**src/rtl/bfd_pkg.sv**
```systemverilog
`timescale 1ns / 1ps
// ----------------------------------------------------------------------------
// bfd_pkg
// Shared types and constants of the 2x2 box filter downsampler.
// ----------------------------------------------------------------------------
package bfd_pkg;

    localparam int CFG_W          = 11;   // width of the size registers
    localparam int CFG_IDX_W      = 2;    // register index of the config port
    localparam int BYTE_W         = 8;    // one channel of a pixel
    localparam int PAIR_W         = 9;    // sum of two channel bytes
    localparam int NUM_CHAN_PORTS = 4;    // channel ports on the pixel channels

    localparam int DEF_MAX_WIDTH = 1024;
    localparam int DEF_CHANNELS  = 4;

    localparam logic [CFG_W-1:0] RESET_IMAGE_WIDTH  = CFG_W'(128);
    localparam logic [CFG_W-1:0] RESET_IMAGE_HEIGHT = CFG_W'(128);

    // configuration register indexes
    localparam logic [CFG_IDX_W-1:0] REG_IMAGE_WIDTH  = CFG_IDX_W'(0);
    localparam logic [CFG_IDX_W-1:0] REG_IMAGE_HEIGHT = CFG_IDX_W'(1);

    typedef logic [BYTE_W-1:0] t_byte;
    typedef logic [PAIR_W-1:0] t_pair;

    // per accepted item: what the position in the frame asks of the datapath
    typedef struct packed {
        logic hold;     // even column: keep pixel as left half of the pair
        logic line_wr;  // odd column, even row: store pair sum in the line
        logic emit;     // odd column, odd row: read line and make an output
        logic last;     // this output closes the frame
    } t_step_ctl;

endpackage

```
**src/rtl/bfd_lane.sv**
```systemverilog
`timescale 1ns / 1ps
// ----------------------------------------------------------------------------
// bfd_lane
// One color channel: horizontal pair sum, then vertical combine and rounding.
// ----------------------------------------------------------------------------
module bfd_lane (
    input  logic          i_clk,
    input  bfd_pkg::t_byte i_pix,
    input  logic          i_hold_en,
    input  logic          i_s1_en,
    input  logic          i_out_en,
    input  bfd_pkg::t_pair i_line_sum,
    output bfd_pkg::t_pair o_pair,
    output bfd_pkg::t_byte o_mean
);
    import bfd_pkg::*;

    localparam int SUM_W = PAIR_W + 1;

    t_byte             r_left;
    t_pair             r_pair;
    t_byte             r_mean;
    logic [SUM_W-1:0]  quad_sum;

    assign o_pair   = PAIR_W'(r_left) + PAIR_W'(i_pix);
    // stored pair from the even row, new pair, and the rounding term
    assign quad_sum = SUM_W'(i_line_sum) + SUM_W'(r_pair) + SUM_W'(2);

    always_ff @(posedge i_clk) begin
        if (i_hold_en) begin
            r_left <= i_pix;
        end
        if (i_s1_en) begin
            r_pair <= o_pair;
        end
        if (i_out_en) begin
            r_mean <= quad_sum[SUM_W-1:2];
        end
    end

    assign o_mean = r_mean;

endmodule

```
**config.mk**
```make
export PLATFORM = sky130hd
export DESIGN_NAME = bfd_lane
export DESIGN_NICKNAME = d
export VERILOG_FILES = /design/src/rtl/bfd_pkg.sv /design/src/rtl/bfd_lane.sv
export SDC_FILE = /design/constraint.sdc
export NUM_CORES = 1
export LEC_CHECK = 0
export BUFFER_PORTS_ARGS = -buffer_cell sky130_fd_sc_hd__buf_2
export CORE_ASPECT_RATIO = 0.7
export CORE_UTILIZATION = 48
export CTS_BUF_LIST = sky130_fd_sc_hd__clkbuf_16
export DETAILED_ROUTE_END_ITERATION = 8
export PLACE_DENSITY_LB_ADDON = 0.05
export SYNTH_ARGS = -nofsm -noshare
export SYNTH_HDL_FRONTEND = slang
export SYNTH_SLANG_ARGS = --single-unit
```
**constraint.sdc**
```tcl
create_clock -name i_clk -period 2.2 [get_ports i_clk]
set_clock_uncertainty 0.2 [all_clocks]
set_input_delay 0.22 -clock i_clk [delete_from_list [all_inputs] [get_ports i_clk]]
set_output_delay 0.22 -clock i_clk [all_outputs]
set_load 0.005 [all_outputs]
```
== Yosys cells after proc, flatten, opt, wreduce, memory -nomap -nowiden ==
Cells that the tools add are included.
Cells by class
  add/sub/neg operators: 3
  multipliers: 0
  div/mod/pow operators: 0
  order comparisons: 0
  equality and inequality tests: 0
  shifts and indexed selects: 0
  muxes and demuxes: 0
  bitwise operators: 0
  reductions and logical operators: 0
Operators with widths (number)
  $add A10 B2 Y10 const B: 1
  $add A9 B9 Y10: 1
  $add A8 B8 Y9: 1
Word-level totals
  register bits: 25
  bits in latches: 0
  bits in writable memories: 0
  ROM bits: 0
  bits of input ports: 21
  output and inout bits: 17
  logic and storage cells: 6
  memories: 0

== Longest topological paths before layout ==
  word-level depth: 2
  gate-level depth with buffers: 8
  gate-level depth less buffers: 8

== Worst setup path before layout ==
No wires, ideal clock.
  path type: register to register
  from: register r_pair[5]
  to: register r_mean[6] (netlist: o_mean[6]) (data pin)
  library setup time: 271 ps
  arrival: 1656 ps
  required time: 1729 ps
  path slack: 73 ps
  cell stages (with the launch flop): 7
  path buffers: 0
  clock period less this slack: 2127 ps
  path through: edfxtp_1 ha_1 ha_1 a21o_1 a21oi_4 mux2i_1 o2111ai_1
On the way
  cells in the longest elaborated chain, start to end: 2
Ends and longest elaborated chain
  start: declaration: line bfd_lane.sv:21  | t_pair r_pair;
  start signal: assignment: line bfd_lane.sv:34  | r_pair <= o_pair;
  $add A9 B9 Y10: line bfd_lane.sv:27  | assign quad_sum = SUM_W'(i_line_sum) + SUM_W'(r_pair) + SUM_W'(2);
  $add A10 B2 Y10: line bfd_lane.sv:27
  named net quad_sum[8]: line bfd_lane.sv:23  | logic [SUM_W-1:0] quad_sum;
  end signal: assignment: line bfd_lane.sv:37  | r_mean <= quad_sum[SUM_W-1:2];
  end: declaration: line bfd_lane.sv:22  | t_byte r_mean;
The timed path passes the listed nets, and every way through them passes these cells.
A chain may end at the register's enable or synchronous reset.

== Worst setup path after layout ==
  from: register r_left[0]
  to: output port o_pair[6]
On the way
  cells in the longest elaborated chain, start to end: 1
Ends and longest elaborated chain
  start: declaration: line bfd_lane.sv:20  | t_byte r_left;
  start signal: assignment: line bfd_lane.sv:31  | r_left <= i_pix;
  $add A8 B8 Y9: line bfd_lane.sv:25  | assign o_pair = PAIR_W'(r_left) + PAIR_W'(i_pix);
  end: declaration: line bfd_lane.sv:13  | output bfd_pkg::t_pair o_pair,
No other way between the ends.

==> tab_implementation.tex <==
\begin{tabular}{lr}
\hline
Metric & Value \\
\hline
\multicolumn{2}{l}{\textbf{Synth}} \\
Gate count of the mapped netlist & 123 \\
Mean instance size in the synthesized netlist & 12.8 µm² \\
Total of warnings raised by yosys & 0 \\
Synth Cell Area & 1570 µm² \\
Synthesized net count & 169 \\
Register bit total from synthesis & 25 \\
Post-synthesis sequential area ratio & between 40\% and 50\% \\
Number of distinct library cell variants in the gate-level netlist after synthesis & 34 \\
\multicolumn{2}{l}{\textbf{Power and ir drop}} \\
Lkg Pwr & 0.902 nW \\
Maximum vdd ir drop & roughly 0.53 mV \\
Pwr dens & roughly 840 nW/µm² \\
Overall Power & 1.74 mW \\
\multicolumn{2}{l}{\textbf{Floorplan}} \\
DIE AREA & 3510 µm² \\
Height of the die & $\sim$50 µm \\
Floorplan Core Area & 2940 µm² \\
IO Pins & 38 \\
Horizontal extent of the die & 70.4 µm \\
Placement Rows & 16 \\
Initial cell density of the core & 53.4\% \\
\multicolumn{2}{l}{\textbf{CTS}} \\
CTS sink count & 25 \\
Number of buffers inserted during clock tree synthesis & 3 \\
CTS tree & built \\
Clock slew at the register clock pins of the worst setup and hold paths & 0.07 ns \\
Count of H-tree levels built during CTS & 1 \\
Clock tree buffer depth & 2 \\
Source-to-sink clock delay at the later pin of the worst-skew pair & 0.26 ns \\
Root buffer cell & clkbuf\_16 \\
\multicolumn{2}{l}{\textbf{STA}} \\
Unrepaired setup endpoints after global routing & yes \\
Least-Margin Pin Slew & 0.276 ns \\
Period minus WS final & $\sim$2.4 ns \\
Max Clock Freq & 424 MHz \\
Final worst-path setup slack & -0.157 ns \\
Ratio of final minimum period to clock period & 107\% \\
Slew Viols, Final & 0 \\
Total count of hold-check failures in the final report & 0 \\
Normalized max-slew margin & about 82\% \\
Setup violations, final & 5 \\
Setup\_tns & -0.622 ns \\
\multicolumn{2}{l}{\textbf{Routing}} \\
ANT nets after route & 0 \\
Pre-antenna DRT Iters & 4 \\
Via count & 1163 \\
Mean number of vias per cell & 5.38 \\
Final Routed Wirelength & around 2.8 mm \\
Average detailed-routed wire length per instance & 12.8 µm \\
First DRT Iteration DRCs & 75 \\
\# DRC & 0 \\
\multicolumn{2}{l}{\textbf{Finish}} \\
Count of non-filler cells in the finished layout & 216 \\
Most common cell after layout, fill and taps aside & buf\_2 \\
Final antenna diode count & 0 \\
Layout cells sized above 1 & 36.1\% \\
Combined area of the multi-input logic cells & 848 µm² \\
Synthesis-to-finish area growth & 31.8\% \\
Most frequent cells in the layout & 37 x buf\_2, 25 x edfxtp\_1, 19 x ha\_1 \\
Fill count & roughly 220 \\
Footprint of the flip-flops and latches & 751 µm² \\
Fin nets & 227 \\
\multicolumn{2}{l}{\textbf{Placement}} \\
Number of placed instances, taps included & 201 \\
RD Place Congestion & 0.854 \\
DP HPWL & 2.07 mm \\
Count of buffers from port buffering & 37 \\
\multicolumn{2}{l}{\textbf{Critical path}} \\
Maximum fanout count along the critical path & 2 \\
Critical Path Start Type & register \\
Logic depth of the worst register-to-register path & 6 \\
Endpoint arrival time on the critical path & 1.94 ns \\
Crit path capture type & output pin \\
Setup CP Type & reg -> out \\
Required time of the critical path & around 1.8 ns \\
\multicolumn{2}{l}{\textbf{Job}} \\
Number of max-cap violations & 0 \\
\multicolumn{2}{l}{\textbf{Min path}} \\
Worst hold-check path type & in -> reg \\
Depth of the worst hold-timing path & 1 \\
\multicolumn{2}{l}{\textbf{Run status}} \\
Outcome & complete, but fails checks \\
Failing checks & setup timing \\
\multicolumn{2}{l}{\textbf{Global route}} \\
Final global-route overflow total & 0 \\
Largest net degree at the start of global routing & 17 \\
Antenna violations before repair & 0 \\
Number of global-route vias before repair & 1143 \\
GRT Total Usage & 16.7\% \\
First-pass GRT wire length & 4.64 mm \\
\hline
\end{tabular}
layer usage:
layer	wire length [µm]	GRT usage, %	vias to the layer above
met5	0	0	-
met4	24	2.00	0
met3	143	5.73	4
met1	1180	17.7	535
met2	1410	32.5	39
li1	-	-	585
state kept, by name (all words and copies together) (netlist names):
register and flops:
r_left 8, r_pair 9, o_mean 8
Yosys cell counts:
cell	count	area (µm²)
nand3b_1	2	15.0
nand2_1	5	18.8
o21bai_1	1	7.51
inv_1	5	18.8
and3_2	1	7.51
xor2_1	5	43.8
a21o_1	4	30.0
o21a_1	1	7.51
xnor2_1	4	35.0
nand2b_1	4	25.0
nand4_1	1	6.26
a21oi_4	1	16.3
o2111ai_1	1	8.76
or2_2	1	6.26
or3_1	2	12.5
a21oi_1	5	25.0
o311ai_2	1	16.3
a21oi_2	2	17.5
o211ai_1	3	22.5
nand2_2	1	6.26
fa_1	2	40.0
nor3_1	3	15.0
ha_1	23	288
mux2i_1	4	40.0
nor2b_1	2	12.5
nand4b_1	1	8.76
o21ai_1	1	5.00
nor2_1	5	18.8
o311a_1	1	10.0
a221oi_1	1	8.76
nand3_1	2	10.0
edfxtp_1	25	751
inv_2	1	3.75
a211oi_1	2	15.0
area by class of cell:
cell class              instances  area share (%)
clock buffers                   3            3.62
clock inverters                 1           0.422
inverters                       6            1.09
repair buffers                 53            15.6
multi-input cells              92            40.9
flip-flops and latches         25            36.2
well taps                      36            2.17
worst paths after layout:
check,start,to,slack [ns]
hold reg to reg,r_left[0]$_DFFE_PP_,r_pair[0]$_DFFE_PP_,0.40
hold / removal,i_pix[1],r_left[1]$_DFFE_PP_,0.008
setup / recovery,r_left[0]$_DFFE_PP_,o_pair[6],-0.16
setup reg to reg,r_pair[2]$_DFFE_PP_,o_mean[6]$_DFFE_PP_,0.03
per-stage QoR:
step	area (µm²)	hold slack (ns)	util, %	worst slack, ns
floorplan	1570	0.119	-	0.0732
global placement	1840	0.221	62.5	0.0452
detailed placement	1840	0.221	62.5	-0.0217
CTS	2030	0.00424	69.0	-0.175
global route	2070	0.00470	70.5	-0.261
finish	2070	0.00815	70.5	-0.157
timing repair:
| item | 4_1_cts | 5_1_grt |
|---|---|---|
| hold buffers | 7 | 0 |
| buffers inserted | 2 | 3 |
| endpoints found under the hold margin | 7 | 0 |
| gates resized for setup | 4 | 3 |
| pin swaps | 4 | 12 |
| endpoints found under the setup margin | 6 | 10 |
kinds of logic (layout without fill, tap and decap cells):
logic type	Yosys count	in the layout	synth area share [%]
compound gates	24	24	12.1
xor+xnor	9	9	5.01
fa+ha+maj	25	25	20.8
buf+inv	6	63	1.43
flops	25	25	47.7
mux	4	4	2.55
simple gates	30	30	10.3
critical path: stages (launching register included):
cell and delay [ns]:
edfxtp_1 0.37, ha_2 0.20, fa_2 0.34, a21o_1 0.17, a21oi_2 0.15, o211ai_1 0.12
xor2_1 0.19, buf_2 0.14
report_power, final:
group | internal [mW] | switching [mW]
clock | 0.251 | 0.166
sequential | 0.641 | 0.0203
combinational | 0.335 | 0.326
total | 1.23 | 0.512
Power figures use the tool's default switching activity.
