===== src/rtl/bfd_pkg.sv =====
`timescale 1ns / 1ps
// ----------------------------------------------------------------------------
// bfd_pkg
// Shared types and constants of the 2x2 box filter downsampler.
// ----------------------------------------------------------------------------
package bfd_pkg;

    localparam int CFG_W          = 11;   // width of the size registers
    localparam int CFG_IDX_W      = 2;    // register index of the config port
    localparam int BYTE_W         = 8;    // one channel of a pixel
    localparam int PAIR_W         = 9;    // sum of two channel bytes
    localparam int NUM_CHAN_PORTS = 4;    // channel ports on the pixel channels

    localparam int DEF_MAX_WIDTH = 1024;
    localparam int DEF_CHANNELS  = 4;

    localparam logic [CFG_W-1:0] RESET_IMAGE_WIDTH  = CFG_W'(128);
    localparam logic [CFG_W-1:0] RESET_IMAGE_HEIGHT = CFG_W'(128);

    // configuration register indexes
    localparam logic [CFG_IDX_W-1:0] REG_IMAGE_WIDTH  = CFG_IDX_W'(0);
    localparam logic [CFG_IDX_W-1:0] REG_IMAGE_HEIGHT = CFG_IDX_W'(1);

    typedef logic [BYTE_W-1:0] t_byte;
    typedef logic [PAIR_W-1:0] t_pair;

    // per accepted item: what the position in the frame asks of the datapath
    typedef struct packed {
        logic hold;     // even column: keep pixel as left half of the pair
        logic line_wr;  // odd column, even row: store pair sum in the line
        logic emit;     // odd column, odd row: read line and make an output
        logic last;     // this output closes the frame
    } t_step_ctl;

endpackage


===== src/rtl/bfd_ctrl.sv =====
`timescale 1ns / 1ps
// ----------------------------------------------------------------------------
// bfd_ctrl
// Size registers, column and row counters, and per-item datapath control.
// ----------------------------------------------------------------------------
module bfd_ctrl #(
    parameter int MAX_WIDTH = bfd_pkg::DEF_MAX_WIDTH,
    parameter int LINE_AW   = 9
) (
    input  logic                           i_clk,
    input  logic                           i_rst_n,
    input  logic                           i_cfg_we,
    input  logic [bfd_pkg::CFG_IDX_W-1:0]  i_cfg_index,
    input  logic [bfd_pkg::CFG_W-1:0]      i_cfg_data,
    input  logic                           i_step,
    output bfd_pkg::t_step_ctl             o_ctl,
    output logic [LINE_AW-1:0]             o_slot
);
    import bfd_pkg::*;

    localparam int MaxWBits = $clog2(MAX_WIDTH + 1);
    localparam int CmpW     = (MaxWBits > CFG_W) ? MaxWBits : CFG_W;
    localparam int PosW     = CFG_W + 1;

    logic [CFG_W-1:0] r_width, n_width;
    logic [CFG_W-1:0] r_height, n_height;
    logic [CFG_W-1:0] r_col, n_col;
    logic [CFG_W-1:0] r_row, n_row;

    logic [CFG_W-1:0] w_eff;
    logic [CFG_W-1:0] even_w;
    logic [CFG_W-1:0] even_h;
    logic [PosW-1:0]  col_inc;
    logic [PosW-1:0]  row_inc;
    logic             in_frame;
    logic             col_wrap;
    logic             row_wrap;

    // widths beyond the line store are clipped
    assign w_eff  = (CmpW'(r_width) > CmpW'(MAX_WIDTH)) ? CFG_W'(MAX_WIDTH) : r_width;
    assign even_w = {w_eff[CFG_W-1:1], 1'b0};
    assign even_h = {r_height[CFG_W-1:1], 1'b0};

    assign col_inc  = PosW'(r_col) + PosW'(1);
    assign row_inc  = PosW'(r_row) + PosW'(1);
    assign col_wrap = col_inc >= PosW'(w_eff);
    assign row_wrap = row_inc >= PosW'(r_height);

    // odd trailing column or row falls outside and is dropped
    assign in_frame = (w_eff > CFG_W'(1)) && (r_height > CFG_W'(1))
                   && (r_col < even_w) && (r_row < even_h);

    always_comb begin
        o_ctl.hold    = i_step && in_frame && !r_col[0];
        o_ctl.line_wr = i_step && in_frame && r_col[0] && !r_row[0];
        o_ctl.emit    = i_step && in_frame && r_col[0] && r_row[0];
        o_ctl.last    = (row_inc == PosW'(even_h)) && (col_inc == PosW'(even_w));
    end

    assign o_slot = LINE_AW'(r_col >> 1);

    always_comb begin
        n_width  = r_width;
        n_height = r_height;
        n_col    = r_col;
        n_row    = r_row;
        if (i_cfg_we) begin
            unique case (i_cfg_index)
                REG_IMAGE_WIDTH: begin
                    n_width = i_cfg_data;
                    n_col   = '0;
                    n_row   = '0;
                end
                REG_IMAGE_HEIGHT: begin
                    n_height = i_cfg_data;
                    n_col    = '0;
                    n_row    = '0;
                end
                default: begin
                end
            endcase
        end else if (i_step) begin
            if (col_wrap) begin
                n_col = '0;
                n_row = row_wrap ? '0 : row_inc[CFG_W-1:0];
            end else begin
                n_col = col_inc[CFG_W-1:0];
            end
        end
    end

    always_ff @(posedge i_clk) begin
        if (!i_rst_n) begin
            r_width  <= RESET_IMAGE_WIDTH;
            r_height <= RESET_IMAGE_HEIGHT;
            r_col    <= '0;
            r_row    <= '0;
        end else begin
            r_width  <= n_width;
            r_height <= n_height;
            r_col    <= n_col;
            r_row    <= n_row;
        end
    end

`ifndef ASSERT_OFF
    a_cfg_restart: assert property (@(posedge i_clk) disable iff (!i_rst_n)
        i_cfg_we && (i_cfg_index == REG_IMAGE_WIDTH || i_cfg_index == REG_IMAGE_HEIGHT)
        |=> (r_col == '0) && (r_row == '0))
        else $error("frame position not restarted after size write");

    a_col_range: assert property (@(posedge i_clk) disable iff (!i_rst_n)
        (r_col < w_eff) || (r_col == '0))
        else $error("column counter beyond image width");

    a_row_range: assert property (@(posedge i_clk) disable iff (!i_rst_n)
        (r_row < r_height) || (r_row == '0))
        else $error("row counter beyond image height");
`endif

endmodule


===== config.mk =====
export PLATFORM = sky130hd
export DESIGN_NAME = bfd_ctrl
export DESIGN_NICKNAME = d
export VERILOG_FILES = /design/src/rtl/bfd_pkg.sv /design/src/rtl/bfd_ctrl.sv
export SDC_FILE = /design/constraint.sdc
export NUM_CORES = 1
export LEC_CHECK = 0
export BUFFER_PORTS_ARGS = -buffer_cell sky130_fd_sc_hd__buf_2
export CORE_ASPECT_RATIO = 1.75
export CORE_MARGIN = 2
export CORE_UTILIZATION = 42
export DETAILED_ROUTE_END_ITERATION = 8
export PLACE_DENSITY_LB_ADDON = 0.1
export SLEW_MARGIN = 20
export SYNTH_ARGS = -nofsm -noshare
export SYNTH_HDL_FRONTEND = slang
export SYNTH_SLANG_ARGS = --single-unit

===== constraint.sdc =====
create_clock -name i_clk -period 3.6 [get_ports i_clk]
set_clock_uncertainty 0.15 [all_clocks]
set_input_delay 0.72 -clock i_clk [delete_from_list [all_inputs] [get_ports i_clk]]
set_output_delay 0.72 -clock i_clk [all_outputs]
set_load 0.005 [all_outputs]

## After elaboration in Yosys (flattened, before gate mapping)

Index checks and enable logic that the tools add are counted.

- Logic and storage cells: 45
- Input port bits: 17
- Output and inout port bits: 13
- Bits in registers: 44

- Eq/ne operators: 4
- Magnitude comparators: 7
- Reduce and logical (&&, ||, !) cells: 19
- Add/subtract/negate cells: 2
- Multiplexer cells: 9

Operators by type and width:

| kind | count |
|---|---|
| 2-to-1 mux 11 bit | 9 |
| adder 11 x 1 -> 12 bit (second input constant) | 2 |
| == test 12 x 11 -> 1 bit | 2 |
| greater-or-equal comparator 12 x 11 -> 1 bit | 2 |
| greater-than comparator 11 x 1 -> 1 bit (second input constant) | 2 |
| less-than comparator 11 bit | 2 |
| greater-than comparator 11 bit (second input constant) | 1 |
| logical AND 1 bit | 9 |
| AND reduction 2 bit | 3 |
| nonzero test 2 bit | 2 |
| AND reduction 3 bit | 1 |
| == test 2 x 1 -> 1 bit (second input constant) | 1 |
| logical NOT 1 bit | 2 |
| logical NOT 2 bit | 1 |
| inequality test 2 bit (second input constant) | 1 |
| OR reduction 2 bit | 1 |

## Logic depth before layout (Yosys ltp)

- Depth after elaboration: 9
- Mapped depth: 14
- Depth with buffers taken out: 13

## Worst setup path before layout

No wires, ideal clock.

- Path kind: register -> output
- Start point: register r_col[0]
- End point: output o_ctl[0] in the netlist's numbering
- Data arrival time: 2.252 ns
- Setup slack: 0.478 ns
- Cell stages (with the launch flop): 13
- Path buffers: 0
- Cell sequence: dfxtp_1 ha_1 nand3_1 nor2_1 and3_1 and3_1 xor2_1 ha_1 nand3_1 nor2_1 nand2_1 nor4_1 and3_1

RTL lines:

| what | line | text |
|---|---|---|
| from (decl) | bfd_ctrl.sv:27 | `logic [CFG_W-1:0] r_col, n_col;` |
| from (signal assigned) | bfd_ctrl.sv:101 | `r_col <= n_col;` |
| to (decl) | bfd_ctrl.sv:16 | `output bfd_pkg::t_step_ctl o_ctl,` |

==> metrics.txt <==
CP max-delay cell=dfxtp_2; DIE AREA=8210 um^2; GRT Total Usage=21.7%; total number of vias=roughly 2700; CTS root buf=clkbuf_16; Crit path top cell by count=nand3_2; area leader, netlist=dfxtp_1; register area=895 um^2; Hold Vio Cnt, Final=0; clock group share of total power=40.5%; clk slew on worst S/H paths=60 ps; switching power total=300 uW; Post-layout nets=469; Tcrit/Tclk final=94.8%; top-area cell type share of the netlist area=28.1%; Critical R2R Launch=r_row[2]; Ys Warns=0; drt pass-1 iters=4; Post-synth top flop=dfxtp_1; CTS tree=done; vias in the first global route=2782; Layout Area Growth over Synthesis=16.1%; Slew headroom=between 40% and 50%; post-DR wirelength/cell=16.9 um; critical path's largest stage delay=410 ps; outcome=completed; CP Capture Type=output port; Seq/Total Area, Yosys=28.1%; CP startpoint=r_row[2]; worst vdd ir=201 uV; register bit total from synthesis=44; worst endpoint data arrival time=between 2000 and 3000 ps; largest buffer count on any clock path=2; DRC=0; Post-synth EDFFs=0; Routed WL=8.39 mm; total CTS buffers=5; Seq pwr share=45.7%; Int Power=814 uW; cell area after synthesis=about 3100 um^2; Fillers=692; total negative slack=0 ps; Core Area=7230 um^2; Data required, critical path=around 2700 ps; reported max-cap violation count=0; Final WS setup=between 150 and 200 ps; CTS Sinks=44; PD cells=306 nW/um^2; global-route wire length before repair=14.0 mm; leak pwr=0.00158 uW; combined area of the multi-input logic cells=around 2200 um^2; pre-CTS setup slack=55.7 ps; Synth cell types=44; Row Count=41; I/O Buffers=29; share of layout cells above drive strength 1=21.5%; CP endpoint=o_ctl[0]; Pins Over Slew Limit=0; combinational share of power=13.8%; synth cell count leaders=nand2_1 (50), dfxtp_1 (44), ha_1 (42); Die Y=118 um; Avg Cell Area, Syn=8.26 um^2; Tmin final=around 3400 ps; Avg Vias per Cell=around 5.4; DRT iter0 DRCs=98; Mapped Cells=380; total global routing overflow=0; CP max FO=6; RR Endpoint=r_row[3]; clock latency on the worst-skew pair=about 290 ps; r2r worst-path depth=11; Slew @ Worst Pin=763 ps; Setup violations, final=0; post-synthesis async set-or-reset flop share=0%; startpoint types=flop; unrepaired setup endpoints after global routing=false; hold buffer count at CTS=0; post-DP HPWL=6.78 mm; crit path cell chain=nand2_2 -> nor2_4 -> nand3_2 -> nor2_1 -> xor2_1 -> ha_1 -> nand3_2 -> nor3_2 -> nand2_1 -> nor4_2 -> and3_1 -> buf_2; top-count cell post-synth=nand2_1; reg2reg setup slack=270 ps; CP Class=reg -> out; initial antenna violation count=0; RD Place Congestion=between 0.8 and 0.9; Starting Density=between 40% and 50%; largest net degree at the start of global routing=26; Synth Net Count=439; die span in x=about 69 um; H-tree Lvls=2; Net Sw Frac=between 20% and 30%; HP Class=reg -> reg; ant diodes=0; hold_sp=r_height[3]; Detail Route Antenna Nets=0; Peak Freq=0.293 GHz; io pins=30; top cells by area, synth=dfxtp_1 (28%), ha_1 (17%), nand2_1 (6.0%)
worst min path at each step:
| stage | end | depth (start not counted) |
|---|---|---|
| CTS | r_height[3] | 2 |
| floorplan | r_height[0] | 2 |
| global placement | r_height[3] | 2 |
| finish | r_height[3] | 2 |
| global route | r_height[6] | 2 |
| detailed placement | r_height[3] | 2 |
per-stage QoR:
stage	util [%]	hold slack [ps]	cell area, um^2	cells	power [uW]
6_report	50.4	331	3640	496	1110
5_1_grt	50.4	363	3640	496	1160
4_1_cts	49.2	336	3560	494	1130
3_5_place_dp	46.4	327	3360	487	669
3_3_place_gp	46.4	318	3360	487	667
2_1_floorplan	-	298	3140	380	617
state kept, by name (all words and copies together) (netlist names):
register / count
r_row: 11
r_width: 11
r_col: 11
r_height: 11
timing repair:
| item | in CTS | in global routing |
|---|---|---|
| buffers inserted | 0 | 2 |
| endpoints found under the setup margin | 4 | 11 |
| pin swaps | 1 | 4 |
| resized for setup | 19 | 17 |
logic make-up (layout without fill, tap and decap cells):
| kind of cell | after synthesis | count (layout) | synth area share [%] |
|---|---|---|---|
| DFF | 44 | 44 | 28.1 |
| adders and majority gates | 42 | 42 | 16.7 |
| xor gates and xnor gates | 27 | 27 | 7.53 |
| and+or+nand+nor | 156 | 156 | 24.0 |
| buffers and inverters | 37 | 67 | 6.06 |
| AOI/OAI and AO/OA | 64 | 64 | 14.4 |
| muxes | 10 | 10 | 3.19 |
worst max-delay path, delay by kind of cell, from the launching register on:
family	cells	cell delay (ps)
simple gates	9	1250
xor+xnor	1	250
flops	1	410
buf+inv	1	120
fa+ha+maj	1	210
metal layers:
metal / share of wire (%) / track usage, % / wire, um / up-vias
met4: 2.5 / 8.21 / 210 / 0
met3: 2.4 / 3.32 / 200 / 16
met1: 37 / 21.4 / 3100 / 1241
li1: - / - / - / 1377
met2: 58 / 43.6 / 4880 / 39
met5: 0 / 0 / 0 / -
power groups by stage:
stage	Sequential, uW	Combinational [uW]	Clock, uW
6_report	509	154	451
5_1_grt	510	172	480
4_1_cts	509	152	464
3_5_place_dp	519	150	0
3_3_place_gp	519	148	0
2_1_floorplan	518	99.3	0
cells in the final DEF, fill, tap and decap left out, drive strengths merged, types with 15 or more instances in the layout:
cell type / count
nand2: 50
dfxtp: 44
buf: 44
ha: 42
nor2: 34
nand3: 27
a21oi: 16
inv: 16
nor2b: 15
xor2: 15
final cells by class:
class | instances | area share (%)
multi-input cells | 299 | 59.9
flip-flops and latches | 44 | 24.5
repair buffers | 44 | 7.07
clock buffers | 5 | 3.43
well taps | 86 | 2.95
inverters | 16 | 1.72
clock inverters | 2 | 0.343
Note: power is estimated with default switching activity, not from simulation.
